**config.mk**
```make
export PLATFORM = sky130hd
export DESIGN_NAME = sgdlr_mul
export DESIGN_NICKNAME = d
export VERILOG_FILES = /design/src/hdl/sgdlr_pkg.sv /design/src/hdl/sgdlr_mul.sv
export SDC_FILE = /design/constraint.sdc
export NUM_CORES = 2
export LEC_CHECK = 0
export BUFFER_PORTS_ARGS = -buffer_cell sky130_fd_sc_hd__buf_2
export CAP_MARGIN = 20
export CORE_UTILIZATION = 55
export CTS_CLUSTER_SIZE = 10
export DETAILED_ROUTE_END_ITERATION = 12
export PLACE_DENSITY_LB_ADDON = 0.15
export SYNTH_ARGS = -nofsm -noshare
export SYNTH_HDL_FRONTEND = slang
export SYNTH_SLANG_ARGS = --single-unit
```
**constraint.sdc**
```tcl
create_clock -name i_clk -period 9.8 [get_ports i_clk]
set_input_delay 0.98 -clock i_clk [delete_from_list [all_inputs] [get_ports i_clk]]
set_output_delay 0.98 -clock i_clk [all_outputs]
set_load 0.1 [all_outputs]
```
**src/hdl/sgdlr_pkg.sv**
```systemverilog
// sgdlr_pkg: shared types, constants and fixed-point helpers for the sgd regression block
package sgdlr_pkg;

    localparam int DATA_W  = 32;
    localparam int IDX_W   = 8;
    localparam int RATE_W  = 20;
    localparam int DIM_W   = 9;
    localparam int ACC_W   = 64;
    localparam int PROD_W  = 64;
    localparam int OPND_W  = 33;
    localparam int WIDE_W  = 66;
    localparam int PADDR_W = 3;
    localparam int PDATA_W = 32;

    localparam logic [DIM_W-1:0] DIM_RESET = 9'd256;

    // register index taken from paddr[PADDR_W-1]
    localparam logic REG_DIM = 1'b0;

    // result kinds
    localparam logic RESULT_LOSS   = 1'b0;
    localparam logic RESULT_WEIGHT = 1'b1;

    typedef enum logic [1:0] {
        FUNC_FEATURE = 2'd0,
        FUNC_WRITE   = 2'd1,
        FUNC_READ    = 2'd2,
        FUNC_NONE    = 2'd3
    } t_func;

    // operand pairs of the shared multiplier
    typedef enum logic [1:0] {
        MUL_DOT  = 2'd0,
        MUL_RATE = 2'd1,
        MUL_SQ   = 2'd2,
        MUL_GRAD = 2'd3
    } t_mul_sel;

    typedef struct packed {
        logic     en;
        t_mul_sel sel;
    } t_mul_ctl;

    function automatic logic signed [DATA_W-1:0] sat32(input logic signed [WIDE_W-1:0] v);
        logic signed [DATA_W-1:0] res;
        if (v > 66'sd2147483647) begin
            res = 32'sh7fff_ffff;
        end else if (v < -66'sd2147483648) begin
            res = 32'sh8000_0000;
        end else begin
            res = v[DATA_W-1:0];
        end
        return res;
    endfunction

endpackage

```
**src/hdl/sgdlr_mul.sv**
```systemverilog
// sgdlr_mul: shared signed multiplier with operand select and registered product
module sgdlr_mul (
    input  logic                                  i_clk,
    input  sgdlr_pkg::t_mul_ctl                   i_ctl,
    input  logic signed [sgdlr_pkg::DATA_W-1:0]   i_weight,
    input  logic signed [sgdlr_pkg::DATA_W-1:0]   i_feature,
    input  logic [sgdlr_pkg::RATE_W-1:0]          i_rate,
    input  logic signed [sgdlr_pkg::DATA_W-1:0]   i_err,
    input  logic signed [sgdlr_pkg::DATA_W-1:0]   i_step,
    input  logic signed [sgdlr_pkg::DATA_W-1:0]   i_buf_x,
    output logic signed [sgdlr_pkg::PROD_W-1:0]   o_prod
);

    logic signed [sgdlr_pkg::OPND_W-1:0] opnd_a;
    logic signed [sgdlr_pkg::OPND_W-1:0] opnd_b;
    logic signed [sgdlr_pkg::WIDE_W-1:0] full;
    logic signed [sgdlr_pkg::PROD_W-1:0] r_prod;

    always_comb begin
        case (i_ctl.sel)
            sgdlr_pkg::MUL_DOT: begin
                opnd_a = 33'(i_weight);
                opnd_b = 33'(i_feature);
            end
            sgdlr_pkg::MUL_RATE: begin
                // rate is unsigned, zero extend into the signed operand
                opnd_a = $signed({{(sgdlr_pkg::OPND_W - sgdlr_pkg::RATE_W){1'b0}}, i_rate});
                opnd_b = 33'(i_err);
            end
            sgdlr_pkg::MUL_SQ: begin
                opnd_a = 33'(i_err);
                opnd_b = 33'(i_err);
            end
            default: begin
                opnd_a = 33'(i_step);
                opnd_b = 33'(i_buf_x);
            end
        endcase
    end

    assign full = opnd_a * opnd_b;

    always_ff @(posedge i_clk) begin
        if (i_ctl.en) begin
            r_prod <= full[sgdlr_pkg::PROD_W-1:0];
        end
    end

    assign o_prod = r_prod;

endmodule

```
### Word-level counts from Yosys, hierarchy flattened

Cells that the tools add are included.

* word-level logic and storage cells: 8
* bits in registers: 64
* output and inout port bits: 64

* reduce and logical (&&, ||, !) cells: 2
* multipliers: 1
* equal/unequal tests: 2
* multiplexer cells: 2

Operator list (number)
* case mux 33 bit (3 select lines): 1
* case mux 33 bit (2 select lines): 1
* multiplier 33 x 33 -> 64 bit: 1
* == test 2 x 1 -> 1 bit (second input constant): 1
* == test 2 bit (second input constant): 1
* zero test 2 bit: 1
* OR reduction 2 bit: 1

### Depth between registers and ports, before layout

* word-level depth: 4
* gate-level depth with buffers: 35
* mapped depth without buffers: 32

### Least setup slack after synthesis

No wires, ideal clock.

* kind: input to register
* start: input port i_ctl[0] (netlist name)
* end: register r_prod, in the netlist o_prod[63] (data pin)
* setup time: 0.260 ns
* stages: 32
* buffers on the path: 4
* slack: -0.199 ns
* arrival: 9.739 ns
* cell sequence: inv_1 -> ha_1 -> clkbuf_1 -> buf_1 -> clkbuf_1 -> a22oi_1 -> o21ai_1 -> clkbuf_1 -> nand2_1 -> inv_1 -> fa_1 -> fa_1 -> fa_1 -> inv_1 -> fa_1 -> inv_1 -> fa_1 -> fa_1 -> fa_1 -> inv_1 -> fa_1 -> inv_1 -> ha_1 -> nand2_1 -> nor3_1 -> o21ai_0 -> a21oi_1 -> a211oi_2 -> o41ai_2 -> a211oi_1 -> o21bai_1 -> xnor2_1

* longest elaborated chain between the ends: 4
* elaborated cells on any way between the ends: 7
* classes of those cells: 1 x mul; 2 x eq/ne; 2 x mux; 2 x reduce/logical

Ends and longest elaborated chain
* from (decl): RTL line sgdlr_mul.sv:4 `input sgdlr_pkg::t_mul_ctl i_ctl,`
* == test 2 bit or == test 2 x 1 -> 1 bit (tied branches): RTL line sgdlr_mul.sv:20 `case (i_ctl.sel)`
* OR reduction 2 bit (no line)
* case mux 33 bit (2 select lines): RTL line sgdlr_mul.sv:20
* multiplier 33 x 33 -> 64 bit *: RTL line sgdlr_mul.sv:41 `assign full = opnd_a * opnd_b;`
* named net full (one bit): RTL line sgdlr_mul.sv:16 `logic signed [sgdlr_pkg::WIDE_W-1:0] full;`
* to (signal assigned): RTL line sgdlr_mul.sv:45 `r_prod <= full[sgdlr_pkg::PROD_W-1:0];`
* to (decl): RTL line sgdlr_mul.sv:17 `logic signed [sgdlr_pkg::PROD_W-1:0] r_prod;`

Mark *: on every way through the listed nets, which the timed path passes. The rest lies on a longest branch.
A chain may end at the register's enable or synchronous reset.

### Worst setup path in the final report

* start: input port i_ctl[0] (netlist name)
* end: register r_prod, in the netlist o_prod[61] (data pin)

The elaborated chain is that of the path after synthesis.

==> results.json <==
{
  "drt-wirelength-per-cell_um": 22.51,
  "run_status": "completed",
  "cts_tree": "yes",
  "die_w_um": 270.7,
  "finish.utilization_pct": 63.11,
  "worst_pin_slew_ps": 679.0,
  "cts_setup_buffers": 0,
  "dr.pass1.iters": 6,
  "finalCriticalPeriod_ps": 9539,
  "grt_pass1_wl_um": 197400,
  "hp-class": "input port to register",
  "synthArstFlopShare_pct": 0,
  "grt_pass1_vias": 33650,
  "max_slew_margin_pct": 54.73,
  "synth-simple-area-share_pct": 12.18,
  "dp_hpwl_um": 111600,
  "cts_htree_levels": 3,
  "crit_arrival_ps": 9710,
  "synth_xor_area_share_pct": 1.654,
  "seq_area_frac_synth_pct": 4.840,
  "wl_um": 128200,
  "via_count": 31330,
  "cts_buffers": 9,
  "numPortBuffers": 247,
  "final-setup-viol-count": 0,
  "die-area_um2": 73280,
  "root_buffer": "clkbuf_16",
  "syn_nets": 5853,
  "clk_pin_slew_ps": 90,
  "timing.setup.tns_ps": 0,
  "synth_compound_area_share_pct": 5.618,
  "cts.sinks": 64,
  "syn_area_um2": 39710,
  "crit_fanout": 13,
  "max_freq_mhz": 104.8,
  "dominantRegCellSynth": "edfxtp_1",
  "avgSynthCellArea_um2": 9.133,
  "timing.final.crit_share_pct": 97.34,
  "drive_gt1_share_pct": 13.90,
  "synth_fa_ha_area_share_pct": 62.51,
  "end_kind": "register",
  "synth_top_family_by_area": "adder cells",
  "coreArea_um2": 71490,
  "syn_to_final_growth_pct": 13.60,
  "pre_cts_slack_ps": -404.5,
  "largest_reg_flops": 64,
  "required_ps": 9970,
  "critical_path_class": "input port to register",
  "antenna_found_initial": 4,
  "drv_cap": 0,
  "grt_max_degree": 57,
  "track_usage_pct": 36.44,
  "cp-start-kind": "input port",
  "netlist-cell-type-count": 62,
  "synth-edff-count": 64,
  "ios": 248,
  "synth-seq-cells": 64,
  "drt-initial-drc-count": 2178,
  "drc": 0,
  "fill_cells": 6109,
  "drtAntennaViolNets": 0,
  "netlist_instances": 4348,
  "viasPerCell": 5.503,
  "final_nets": 6241,
  "gp_congestion": 1.025,
  "grt_overflow": 0,
  "cts_buffer_depth": 2,
  "setup_slack_ps": 261.1,
  "die_h_um": 270.7,
  "synth_mux_area_share_pct": 1.043,
  "ys.warnings.count": 0,
  "slew_violations": 0,
  "initial_core_util_pct": 55.55,
  "hold_viol": 0,
  "rows": 98
}
## metrics by stage
stage	area (um^2)	hold slack, ps	std cells
after floorplan	39720	1093	4348
after global placement	44800	1470	5675
after detailed placement	44800	1474	5675
after CTS	45080	1045	5691
after global routing	45110	1067	5693
final	45110	1068	5693
## cell families after synthesis
| kind of cell | after synthesis |
|---|---|
| xor gates and xnor gates | 75 |
| AOI/OAI and AO/OA | 332 |
| muxes | 39 |
| adders and majority gates | 1321 |
| and+or+nand+nor | 1236 |
| buffers and inverters | 1281 |
| DFF | 64 |
## worst paths after layout
path / start / endpoint / slack, ps / cells after the start
min: i_ctl[2] / o_prod[61] / 1070 / 1
max: i_ctl[0] / o_prod[61] / 260 / 27
## synthesized netlist by cell type (all sizes together) (20+ instances only)
cell type  count  area share (%)
ha           216             6.8
inv         1077              10
nor2         575             5.4
o21ai         74            0.94
xnor2         53             1.2
edfxtp        64             4.8
buf           25            0.28
o21a          42            0.79
nand2b        20            0.32
fa          1105              56
a21oi         60            0.76
mux2i         20            0.50
clkbuf       179             1.7
nand2        583             5.5
a21o          28            0.53
xor2          22            0.49
a22oi         58             1.1
## critical path: stages
cell and delay [ps]:
buf_2 150, buf_4 140, ha_1 310, buf_4 270, a22oi_1 90, nand2_1 130, mux2_2 530, nand2_1 150
fa_1 540, fa_1 550, inv_1 50, fa_1 480, fa_1 530, fa_1 550, fa_1 440, fa_1 550
fa_1 430, ha_1 300, a21o_1 200, o21bai_1 210, or4_1 550, o211a_1 410, a211oi_2 510, o41ai_4 170
a21o_1 210, a21oi_1 170, xnor2_1 80
## layout by cell type, fill, tap and decap left out, types with 12 or more instances in the layout
cell / n
fa_1: 1104
inv_1: 1073
nand2_1: 583
nor2_1: 573
buf_4: 267
buf_2: 246
ha_1: 214
buf_12: 68
edfxtp_1: 64
a21oi_1: 60
a22oi_1: 58
xnor2_1: 53
o21a_1: 40
o21ai_0: 31
o21ai_1: 28
a21o_1: 27
xor2_1: 22
nand2b_1: 20
mux2_2: 19
mux2i_1: 17
o21ai_2: 15
o21bai_1: 12
## metal layers
metal | vias up | GRT usage, % | wire, um
met2 | 1308 | 61.26 | 63990
met4 | 0 | 23.70 | 10040
met3 | 401 | 5.911 | 9037
met5 | - | 0 | 0
met1 | 16190 | 43.51 | 45080
li1 | 13430 | - | -
## area by class of cell
cell class                      count  area, um^2  share of cell area [%]
Clock inverter                      7       57.56                  0.1276
Antenna cell                        2       5.005                 0.01109
Tap cell                          950        1189                   2.635
Timing Repair Buffer              581        4597                   10.19
Inverter                         1077        4050                   8.978
Clock buffer                        9       225.2                  0.4992
Multi-Input combinational cell   3003       33070                   73.30
Sequential cell                    64        1922                   4.260
## timing repair
action                     in CTS  in global routing
hold buffers                    0                  0
gates cloned                    0                  0
gates resized for setup         1                  6
setup endpoints to repair       2                  8
hold endpoints to repair        0                  0
Power is not shown: default switching activity piles up to over one toggle a cycle in this logic, so the estimate is an artifact.
